<file path="src/rtl/rdp_pkg.sv">
`timescale 1ns / 1ps
package rdp_pkg;

   localparam int VALUE_BITS_DEF = 31;
   localparam int RADIX_BITS     = 8;
   localparam int RESULT_BITS    = 64;
   localparam int STATUS_BITS    = 2;
   // digit (radix-wide) times a 64-bit power of ten
   localparam int PROD_BITS      = RESULT_BITS + RADIX_BITS;

   typedef enum logic [STATUS_BITS-1:0] {
      RDP_ST_OK       = 2'd0,
      RDP_ST_BASE_ONE = 2'd1,
      RDP_ST_OVERFLOW = 2'd2
   } rdp_status_type;

   typedef enum logic [2:0] {
      RDP_OP_NONE,
      RDP_OP_LOAD,
      RDP_OP_PASS,
      RDP_OP_BASE1,
      RDP_OP_STEP,
      RDP_OP_MUL,
      RDP_OP_ACC,
      RDP_OP_EMIT
   } rdp_op_type;

   typedef struct packed {
      logic n_zero;
      logic r_zero;
      logic r_one;
      logic div_last;
      logic acc_ovf;
   } rdp_stat_type;

endpackage

</file>
<file path="src/rtl/rdp_dpath.sv">
`timescale 1ns / 1ps
module rdp_dpath
   import rdp_pkg::*;
#(
   parameter int VALUE_BITS = VALUE_BITS_DEF
) (
   input  logic                   clock,
   input  logic                   reset,
   input  rdp_op_type             cmd,
   input  logic [VALUE_BITS-1:0]  number,
   input  logic [RADIX_BITS-1:0]  radix,
   output rdp_stat_type           stat,
   output logic [RESULT_BITS-1:0] out_value,
   output logic [STATUS_BITS-1:0] out_status
);

   localparam int CNT_BITS = $clog2(VALUE_BITS);
   localparam int P10_BITS = RESULT_BITS + 4;

   logic [VALUE_BITS-1:0]  n_ff;
   logic [RADIX_BITS-1:0]  r_ff;
   logic [RADIX_BITS-1:0]  rem_ff;
   logic [CNT_BITS-1:0]    cnt_ff;
   logic [RESULT_BITS-1:0] pow10_ff;
   logic                   pow_big_ff;
   logic [PROD_BITS-1:0]   prod_ff;
   logic                   mul_ovf_ff;
   logic [RESULT_BITS-1:0] sum_ff;
   rdp_status_type         status_ff;
   logic [RESULT_BITS-1:0] out_value_ff;
   rdp_status_type         out_status_ff;

   logic [RADIX_BITS:0]    trial;
   logic                   trial_ge;
   logic [RADIX_BITS:0]    trial_sub;
   logic [RADIX_BITS-1:0]  rem_in;
   logic [PROD_BITS-1:0]   prod_in;
   logic [PROD_BITS:0]     acc_sum;
   logic                   acc_ovf;
   logic [P10_BITS-1:0]    pow10_x;

   // one restoring division step: bring in the next dividend bit
   assign trial     = {rem_ff, n_ff[VALUE_BITS-1]};
   assign trial_ge  = trial >= {1'b0, r_ff};
   assign trial_sub = trial - {1'b0, r_ff};
   assign rem_in    = trial_ge ? trial_sub[RADIX_BITS-1:0] : trial[RADIX_BITS-1:0];

   assign prod_in = PROD_BITS'(rem_ff) * PROD_BITS'(pow10_ff);
   assign acc_sum = (PROD_BITS+1)'(sum_ff) + (PROD_BITS+1)'(prod_ff);
   assign acc_ovf = mul_ovf_ff || (acc_sum[PROD_BITS:RESULT_BITS] != '0);
   assign pow10_x = (P10_BITS'(pow10_ff) << 3) + (P10_BITS'(pow10_ff) << 1);

   always_ff @(posedge clock) begin
      unique case (cmd)
         RDP_OP_LOAD: begin
            n_ff       <= number;
            r_ff       <= radix;
            rem_ff     <= '0;
            cnt_ff     <= '0;
            pow10_ff   <= RESULT_BITS'(1);
            pow_big_ff <= 1'b0;
            sum_ff     <= '0;
            status_ff  <= RDP_ST_OK;
         end
         RDP_OP_PASS: begin
            sum_ff    <= RESULT_BITS'(n_ff);
            status_ff <= RDP_ST_OK;
         end
         RDP_OP_BASE1: begin
            sum_ff    <= '0;
            status_ff <= RDP_ST_BASE_ONE;
         end
         RDP_OP_STEP: begin
            n_ff   <= {n_ff[VALUE_BITS-2:0], trial_ge};
            rem_ff <= rem_in;
            cnt_ff <= cnt_ff + 1'b1;
         end
         RDP_OP_MUL: begin
            prod_ff    <= prod_in;
            mul_ovf_ff <= pow_big_ff && (rem_ff != '0);
         end
         RDP_OP_ACC: begin
            rem_ff <= '0;
            cnt_ff <= '0;
            if (acc_ovf) begin
               sum_ff    <= '0;
               status_ff <= RDP_ST_OVERFLOW;
            end else begin
               sum_ff <= acc_sum[RESULT_BITS-1:0];
            end
            // once ten to the next power no longer fits, freeze and flag it
            if (!pow_big_ff) begin
               if (pow10_x[P10_BITS-1:RESULT_BITS] != '0) begin
                  pow_big_ff <= 1'b1;
               end else begin
                  pow10_ff <= pow10_x[RESULT_BITS-1:0];
               end
            end
         end
         RDP_OP_EMIT: begin
            out_value_ff  <= sum_ff;
            out_status_ff <= status_ff;
         end
         default: begin
         end
      endcase
   end

   assign stat.n_zero   = (n_ff == '0);
   assign stat.r_zero   = (r_ff == '0);
   assign stat.r_one    = (r_ff == RADIX_BITS'(1));
   assign stat.div_last = (cnt_ff == CNT_BITS'(VALUE_BITS - 1));
   assign stat.acc_ovf  = acc_ovf;

   assign out_value  = out_value_ff;
   assign out_status = out_status_ff;

`ifndef SYNTHESIS
   a_ovf_clears_sum: assert property (@(posedge clock) disable iff (reset)
      (cmd == RDP_OP_ACC && acc_ovf) |=> (status_ff == RDP_ST_OVERFLOW && sum_ff == '0))
      else $error("overflow did not clear the running sum");

   a_rem_below_radix: assert property (@(posedge clock) disable iff (reset)
      (cmd == RDP_OP_STEP) |=> (rem_ff < r_ff))
      else $error("partial remainder not below radix");
`endif

endmodule

</file>
<file path="src/rtl/rdp_ctrl.sv">
`timescale 1ns / 1ps
module rdp_ctrl
   import rdp_pkg::*;
(
   input  logic         clock,
   input  logic         reset,
   input  logic         req_tvalid,
   output logic         req_tready,
   output logic         rsp_tvalid,
   input  logic         rsp_tready,
   input  rdp_stat_type stat,
   output rdp_op_type   cmd
);

   typedef enum logic [2:0] {
      ST_IDLE,
      ST_CHECK,
      ST_DIV,
      ST_MUL,
      ST_ACC,
      ST_DONE
   } state_type;

   state_type state_ff;
   state_type state_in;
   logic      out_valid_ff;
   logic      out_valid_in;

   always_comb begin
      state_in = state_ff;
      cmd      = RDP_OP_NONE;
      unique case (state_ff)
         ST_IDLE: begin
            if (req_tvalid) begin
               cmd      = RDP_OP_LOAD;
               state_in = ST_CHECK;
            end
         end
         ST_CHECK: begin
            priority if (stat.n_zero || stat.r_zero) begin
               cmd      = RDP_OP_PASS;
               state_in = ST_DONE;
            end else if (stat.r_one) begin
               cmd      = RDP_OP_BASE1;
               state_in = ST_DONE;
            end else begin
               state_in = ST_DIV;
            end
         end
         ST_DIV: begin
            cmd = RDP_OP_STEP;
            if (stat.div_last) begin
               state_in = ST_MUL;
            end
         end
         ST_MUL: begin
            cmd      = RDP_OP_MUL;
            state_in = ST_ACC;
         end
         ST_ACC: begin
            cmd = RDP_OP_ACC;
            // overflow or a quotient of zero ends the conversion
            if (stat.acc_ovf || stat.n_zero) begin
               state_in = ST_DONE;
            end else begin
               state_in = ST_DIV;
            end
         end
         ST_DONE: begin
            // hold until the output register is free
            if (!out_valid_ff || rsp_tready) begin
               cmd      = RDP_OP_EMIT;
               state_in = ST_IDLE;
            end
         end
         default: begin
            state_in = ST_IDLE;
         end
      endcase
   end

   always_comb begin
      out_valid_in = out_valid_ff;
      priority if (cmd == RDP_OP_EMIT) begin
         out_valid_in = 1'b1;
      end else if (rsp_tready) begin
         out_valid_in = 1'b0;
      end
   end

   always_ff @(posedge clock) begin
      if (reset) begin
         state_ff     <= ST_IDLE;
         out_valid_ff <= 1'b0;
      end else begin
         state_ff     <= state_in;
         out_valid_ff <= out_valid_in;
      end
   end

   assign req_tready = (state_ff == ST_IDLE);
   assign rsp_tvalid = out_valid_ff;

`ifndef SYNTHESIS
   a_accept_checks: assert property (@(posedge clock) disable iff (reset)
      (req_tvalid && req_tready) |=> (state_ff == ST_CHECK))
      else $error("accepted transaction not followed by operand check");

   a_emit_slot_free: assert property (@(posedge clock) disable iff (reset)
      (cmd == RDP_OP_EMIT) |-> (!out_valid_ff || rsp_tready))
      else $error("result overwrote an untaken transaction");

   a_div_runs: assert property (@(posedge clock) disable iff (reset)
      (state_ff == ST_DIV && !stat.div_last) |=> (state_ff == ST_DIV))
      else $error("division left before its last step");
`endif

endmodule

</file>
<file path="src/rtl/radix_digit_packer_core.sv">
`timescale 1ns / 1ps
// Radix digit packer: converts a number to base radix and returns its digits
// weighted by successive powers of ten, so the base-radix form reads as decimal.
//   req channel : tdata = {radix, number}, one transaction per conversion.
//   rsp channel : tdata = packed value, tuser = status (ok, base one, overflow).
// A radix of zero or a number of zero returns the number unchanged; radix one
// returns status base one; a sum beyond 64 bits returns zero with overflow.
// A request is loaded, its operands are checked, and the special cases go
// straight to the output register. Otherwise each base-radix digit costs one
// restoring division of VALUE_BITS single-bit steps, a multiply by the current
// power of ten and an accumulate. An overflow ends the conversion at the digit
// that overflows. Radix two gives at most 31 digits. One conversion runs at a
// time; req_tready is high only while the engine is idle.
// The result sits in an output register, so a new request is taken while a
// response is still stalled; a finished conversion then waits for that slot.
// Synchronous reset returns to idle and drops any pending response.
module radix_digit_packer_core
   import rdp_pkg::*;
#(
   parameter int VALUE_BITS = VALUE_BITS_DEF
) (
   input  logic                                          clock,
   input  logic                                          reset,
   input  logic                                          req_tvalid,
   output logic                                          req_tready,
   // number [VALUE_BITS-1:0], radix [VALUE_BITS+7:VALUE_BITS], zero pad
   input  logic [((VALUE_BITS+RADIX_BITS+7)/8)*8-1:0]    req_tdata,
   output logic                                          rsp_tvalid,
   input  logic                                          rsp_tready,
   // packed_value [63:0]
   output logic [RESULT_BITS-1:0]                        rsp_tdata,
   // status [1:0]
   output logic [STATUS_BITS-1:0]                        rsp_tuser
);

   rdp_op_type   cmd;
   rdp_stat_type stat;

   rdp_ctrl u_ctrl (
      .clock      (clock),
      .reset      (reset),
      .req_tvalid (req_tvalid),
      .req_tready (req_tready),
      .rsp_tvalid (rsp_tvalid),
      .rsp_tready (rsp_tready),
      .stat       (stat),
      .cmd        (cmd)
   );

   rdp_dpath #(
      .VALUE_BITS (VALUE_BITS)
   ) u_dpath (
      .clock      (clock),
      .reset      (reset),
      .cmd        (cmd),
      .number     (req_tdata[VALUE_BITS-1:0]),
      .radix      (req_tdata[VALUE_BITS+RADIX_BITS-1:VALUE_BITS]),
      .stat       (stat),
      .out_value  (rsp_tdata),
      .out_status (rsp_tuser)
   );

endmodule
</file>
<file path="config.mk">
export PLATFORM = sky130hd
export DESIGN_NAME = radix_digit_packer_core
export DESIGN_NICKNAME = d
export VERILOG_FILES = /design/src/rtl/rdp_pkg.sv /design/src/rtl/rdp_dpath.sv /design/src/rtl/rdp_ctrl.sv /design/src/rtl/radix_digit_packer_core.sv
export SDC_FILE = /design/constraint.sdc
export NUM_CORES = 2
export LEC_CHECK = 0
export ABC_AREA = 1
export ABC_CLOCK_PERIOD_IN_PS = 9200
export BUFFER_PORTS_ARGS = -buffer_cell sky130_fd_sc_hd__buf_2
export CORE_MARGIN = 4
export CORE_UTILIZATION = 40
export CTS_CLUSTER_SIZE = 20
export DETAILED_ROUTE_END_ITERATION = 6
export HOLD_SLACK_MARGIN = 0.05
export PLACE_DENSITY = 0.56
export SLEW_MARGIN = 30
export SYNTH_ARGS = -nofsm -noshare
export SYNTH_HDL_FRONTEND = slang
export SYNTH_HIERARCHICAL = 1
export SYNTH_SLANG_ARGS = --single-unit
</file>
<file path="constraint.sdc">
create_clock -name clock -period 9.2 [get_ports clock]
set_input_delay 2.76 -clock clock [delete_from_list [all_inputs] [get_ports clock]]
set_output_delay 2.76 -clock clock [all_outputs]
set_load 0.02 [all_outputs]
</file>
### After elaboration in Yosys (flattened, before gate mapping)

Index checks and enable logic that the tools add are counted.

| storage, ports and cells | value |
|---|---|
| output and inout port bits | 68 |
| memory bits (read-only) | 0 |
| memory bits (writable) | 0 |
| bits in latches | 0 |
| memories kept | 0 |
| input port bits | 44 |
| register bits | 326 |

| cells by class | value |
|---|---|
| multiply operators | 1 |
| equality and inequality tests | 20 |
| shifts and indexed selects | 0 |
| magnitude comparators | 1 |
| div/mod/pow operators | 0 |
| reduce and logical (&&, ||, !) cells | 24 |
| $add $sub $neg | 4 |
| muxes and demuxes | 28 |
| bitwise gates (word level) | 0 |

Operators with widths:

| operator | count |
|---|---|
| $mux W64 | 3 |
| $pmux W64 S3 | 1 |
| $pmux W64 S2 | 1 |
| $add A64 B72 Y73 | 1 |
| $mul A8 B64 Y72 | 1 |
| $add A67 B65 Y68 | 1 |
| $pmux W31 S2 | 1 |
| $pmux W3 S6 | 2 |
| $logic_not A31 Y1 | 1 |
| $mux W3 | 8 |
| $eq A3 B3 Y1 const B | 6 |
| $pmux W8 S2 | 1 |
| $eq A3 B2 Y1 const B | 4 |
| $pmux W5 S2 | 1 |
| $ge A9 B8 Y1 | 1 |
| $reduce_bool A9 Y1 | 1 |
| $eq A8 B1 Y1 const B | 1 |
| $logic_not A8 Y1 | 1 |
| $mux W8 | 1 |
| $ne A2 B2 Y1 const B | 4 |
| $reduce_bool A2 Y1 | 4 |
| $reduce_bool A8 Y1 | 1 |
| $sub A8 B8 Y8 | 1 |
| $eq A3 B1 Y1 const B | 2 |
| other kinds (16) | 29 |

### Depth between registers and ports, before layout

| logic depth | value |
|---|---|
| word-level depth | 8 |
| gate-level depth with buffers | 27 |

### Modules after synthesis

Netlist, hierarchy kept.

Modules (own cells, without submodules):

| module | cells an instance | instances | sequential area each (sq um) | area an instance (sq um) |
|---|---|---|---|---|
| rdp_dpath | 5104 | 1 | 9669.3 | 38384.3 |
| rdp_ctrl | 51 | 1 | 80.1 | 307.8 |

### Worst setup path after synthesis

No wires, ideal clock.

| path | value |
|---|---|
| path type | input port to flip-flop |
| from | input port rsp_tready |
| to | register u_dpath.mul_ovf_ff, enable pin |
| path buffers | 0 |
| library setup time | 594 ps |
| arrival time | 8343 ps |
| data required time | 8606 ps |
| stages | 6 |
| path slack | 263 ps |
| cell sequence | inv_1 > nand2_1 > inv_1 > o2111ai_1 > inv_1 > nor3_1 |

| on the way | value |
|---|---|
| longest elaborated chain between the ends | 4 |

Ends and longest elaborated chain:

| element | RTL line | text |
|---|---|---|
| start, declared | radix_digit_packer_core.sv:29 | `input logic rsp_tready,` |
| $logic_or A1 B1 Y1 | rdp_ctrl.sv:71 | `if (!out_valid_ff \|\| rsp_tready) begin` |
| $mux W3 | rdp_ctrl.sv:71 |  |
| $pmux W3 S6 | rdp_ctrl.sv:32 | `unique case (state_ff)` |
| via cmd[0] | radix_digit_packer_core.sv:36 | `rdp_op_type cmd;` |
| $eq A3 B3 Y1 | rdp_dpath.sv:54 | `unique case (cmd)` |
| end signal, assigned | rdp_dpath.sv:80 | `mul_ovf_ff <= pow_big_ff && (rem_ff != '0);` |
| end, declared | rdp_dpath.sv:27 | `logic mul_ovf_ff;` |

The timed path passes the listed nets, and every way through them passes these cells.
A chain may end at the register's enable or synchronous reset.

### Final worst setup path

| path | value |
|---|---|
| from | register u_dpath.rem_ff[5] |
| to | register u_dpath.prod_ff[57] (data pin) |

| on the way | value |
|---|---|
| longest elaborated chain between the ends | 1 |

Ends and longest elaborated chain:

| element | RTL line | text |
|---|---|---|
| start, declared | rdp_dpath.sv:22 | `logic [RADIX_BITS-1:0] rem_ff;` |
| start signal, assigned | rdp_dpath.sv:75 | `rem_ff <= rem_in;` |
| $mul A8 B64 Y72 | rdp_dpath.sv:48 | `assign prod_in = PROD_BITS'(rem_ff) * PROD_BITS'(pow10_ff);` |
| via u_dpath.prod_in[57] | rdp_dpath.sv:37 | `logic [PROD_BITS-1:0] prod_in;` |
| end signal, assigned | rdp_dpath.sv:79 | `prod_ff <= prod_in;` |
| end, declared | rdp_dpath.sv:26 | `logic [PROD_BITS-1:0] prod_ff;` |

The timed path passes the listed nets, and every way through them passes these cells.

==> flow_metrics.env <==
export IMPL_outcome="complete, no violations"
export IMPL_worstSetupPathType="reg2reg"
export IMPL_synth_most_common_cell="nand2_1"
export IMPL_ys_warnings_count=6
export IMPL_clock_tree_htree_level_count=2
export IMPL_detailed_place_hpwl_mm=88.4
export IMPL_ys_async_sr_fraction_pct=0
export IMPL_antenna_violations_before_repair=0
export IMPL_clk_insertion_delay_late_ns=0.60
export IMPL_postLayoutSetupSlackWorst_ns=2.62
export IMPL_grt_overflow_total=0
export IMPL_fin_worst_skew_ns=0.0208
export IMPL_design_portCount=112
export IMPL_timing_final_max_slew_violations=0
export IMPL_number_of_global_route_vias_before_repair=32900
export IMPL_postPlaceCellArea_mm2=0.0404
export IMPL_vias=32200
export IMPL_ant_nets=0
export IMPL_max_cap_viol_count=0
export IMPL_synth_seq_cells=326
export IMPL_syn_area_per_cell_um2=7.51
export IMPL_seq_area_frac_synth_pct=25.2
export IMPL_number_of_diodes_added_for_antenna_fixing=0
export IMPL_remaining_drc_errors=0
export IMPL_initial_core_util_pct=40.5
export IMPL_cells_after_synthesis=5155
export IMPL_hp_class="reg2reg"
export IMPL_clkSinkCount=326
export IMPL_clock_tree_root_cell="clkbuf_16"
export IMPL_cp_arrival_ns=6.91
export IMPL_setup_viol=0
export IMPL_grt_pass1_wl_mm=175
export IMPL_synth_top_cells_by_count="nand2_1, inv_1, nor2_1"
export IMPL_grt_max_degree=74
export IMPL_timing_max_slew_rel_slack_pct=36.4
export IMPL_post_place_ws_ns=2.11
export IMPL_drt_iter0_drc=1977
export IMPL_ys_dominant_reg_cell="edfxtp_1"
export IMPL_placementRows=113
export IMPL_gr_usage_all_layers_pct=21.4
export IMPL_min_period_ns=6.58
export IMPL_finalNetCount=5830
export IMPL_die_height_um=319
export IMPL_clk_pin_slew_ns=0.06
export IMPL_final_layout_size_suffix_gt1_share_pct=5.41
export IMPL_pre_repair_dr_iteration_count=5
export IMPL_crit_required_ns=9.53
export IMPL_area_growth_synth_to_finish_pct=8.17
export IMPL_place_port_buffers=110
export IMPL_synth_top_area_cell="edfxtp_1"
export IMPL_die_width_um=319
export IMPL_grt_setup_unrepaired="false"
export IMPL_post_synth_num_cell_types=57
export IMPL_wl_per_cell_um=17.0
export IMPL_cp_end_kind="register"
export IMPL_postRouteWirelength_mm=110
export IMPL_startpoint_type="register"
export IMPL_worst_pin_slew_ns=0.954
export IMPL_overall_die_area_mm2=0.102
export IMPL_cts_path_max_buffers=3
export IMPL_stdcell_area_mm2=0.0419
export IMPL_cts_buffers=42
export IMPL_post_cts_setup_buffer_count=0
export IMPL_finalHoldViolations=0
export IMPL_netlist_top_cells_area="edfxtp_1, fa_1, nand2_1, inv_1, ha_1"
export IMPL_cts_hold_buffers=0
export IMPL_synth_enable_flop_cells=322
export IMPL_share_of_the_synthesized_area_in_the_top_cell_type_pct=25.0
export IMPL_syn_nets=5802
export IMPL_cts_resized=0
export IMPL_fillerInstances=9776
export IMPL_timing_fmax_mhz=152
export IMPL_tcrit_tclk_final_pct=71.5
export IMPL_detail_route_vias_per_cell=4.97
export IMPL_setup_total_negative_slack_ns=0
export IMPL_crit_fanout=49
export IMPL_core_area_mm2=0.0954
export IMPL_mappedNetlistArea_mm2=0.0387
export IMPL_globalplace_congestion=0.949
export IMPL_tritoncts_clock_tree="done"
-- layout by cell type, fill, tap and decap left out, types with 6 or more instances in the layout --
cell type	count
a211oi_1	13
a21boi_0	10
a21o_1	21
a21oi_1	360
a31oi_1	35
buf_2	110
buf_4	25
clkbuf_16	42
clkinv_1	7
clkinvlp_4	7
edfxtp_1	322
fa_1	375
ha_1	228
inv_1	1176
inv_2	8
nand2_1	1357
nand2_2	6
nand3_1	77
nand3_2	6
nand4_1	54
nor2_1	406
nor2_2	17
nor2_4	21
nor3_1	30
nor4_1	17
o211ai_1	7
o21a_1	26
o21ai_0	217
o21bai_1	19
xnor2_1	41
xor2_1	97
-- worst paths after layout --
kind / startpoint / end / slack (ns) / cells past startpoint
min reg2reg: u_dpath/status_ff[0] / u_dpath/out_status[0] / 0.42 / 0
min: u_dpath/status_ff[0] / u_dpath/out_status[0] / 0.42 / 0
max reg2reg: u_dpath/rem_ff[5] / u_dpath/prod_ff[57] / 2.62 / 20
max: u_dpath/rem_ff[5] / u_dpath/prod_ff[57] / 2.62 / 20
-- logic make-up after synthesis --
logic type / after synthesis / share of synthesized area (%)
AO/OA/AOI/OAI: 733 / 10.4
XOR/XNOR: 138 / 3.12
adder cells (fa/ha/maj): 603 / 26.8
buffers and inverters: 1339 / 13.3
flip-flops: 326 / 25.2
AND/OR/NAND/NOR: 2016 / 21.2
-- per-layer routing --
metal	global-route usage, %	vias to the layer above	wire [um]
met5	0	-	0
met4	5.66	0	2970
met3	2.67	163	5560
met2	35.3	781	50000
met1	29.9	15200	51500
li1	-	16000	-
-- stage by stage --
| step | util (%) | instances | hold WS (ns) |
|---|---|---|---|
| after floorplan | - | 5155 | 0.400 |
| after global placement | 42.3 | 6404 | 0.401 |
| after detailed placement | 42.3 | 6404 | 0.412 |
| after CTS | 43.9 | 6482 | 0.421 |
| after global routing | 43.9 | 6482 | 0.434 |
| final | 43.9 | 6482 | 0.421 |
-- cell type report --
class,instances,area (um^2),area share (%)
Inverter,1188,4460,10.7
Tap cell,1265,1580,3.78
Multi-Input combinational cell,3490,23900,57.0
Clock inverter,32,400,0.957
Sequential cell,326,9750,23.3
Clock buffer,46,1070,2.55
Timing Repair Buffer,135,738,1.76
-- critical path, cell delays in order (launching register included) --
cell      delay, ns
edfxtp_1       0.85
buf_4          0.66
nand2_1        0.11
inv_1          0.10
fa_1           0.44
fa_1           0.52
fa_1           0.55
inv_1          0.07
fa_1           0.53
inv_1          0.04
ha_1           0.38
nand2_1        0.10
nor2_1         0.12
inv_1          0.07
nor2_1         0.12
inv_1          0.05
nor2_1         0.14
inv_1          0.13
o41ai_1        0.83
a21oi_1        0.25
xnor2_1        0.19
-- state kept, by name (all words and copies together), names as in the netlist --
| signal | count |
|---|---|
| u_ctrl/rsp_tvalid | 1 |
| u_ctrl/state_ff | 3 |
| u_dpath/cnt_ff | 5 |
| u_dpath/mul_ovf_ff | 1 |
| u_dpath/n_ff | 31 |
| u_dpath/out_status | 2 |
| u_dpath/out_value | 64 |
| u_dpath/pow10_ff | 64 |
| u_dpath/pow_big_ff | 1 |
| u_dpath/prod_ff | 72 |
| u_dpath/r_ff | 8 |
| u_dpath/rem_ff | 8 |
| u_dpath/status_ff | 2 |
| u_dpath/sum_ff | 64 |
Power is not shown: default switching activity piles up to over one toggle a cycle in this logic, so the estimate is an artifact.
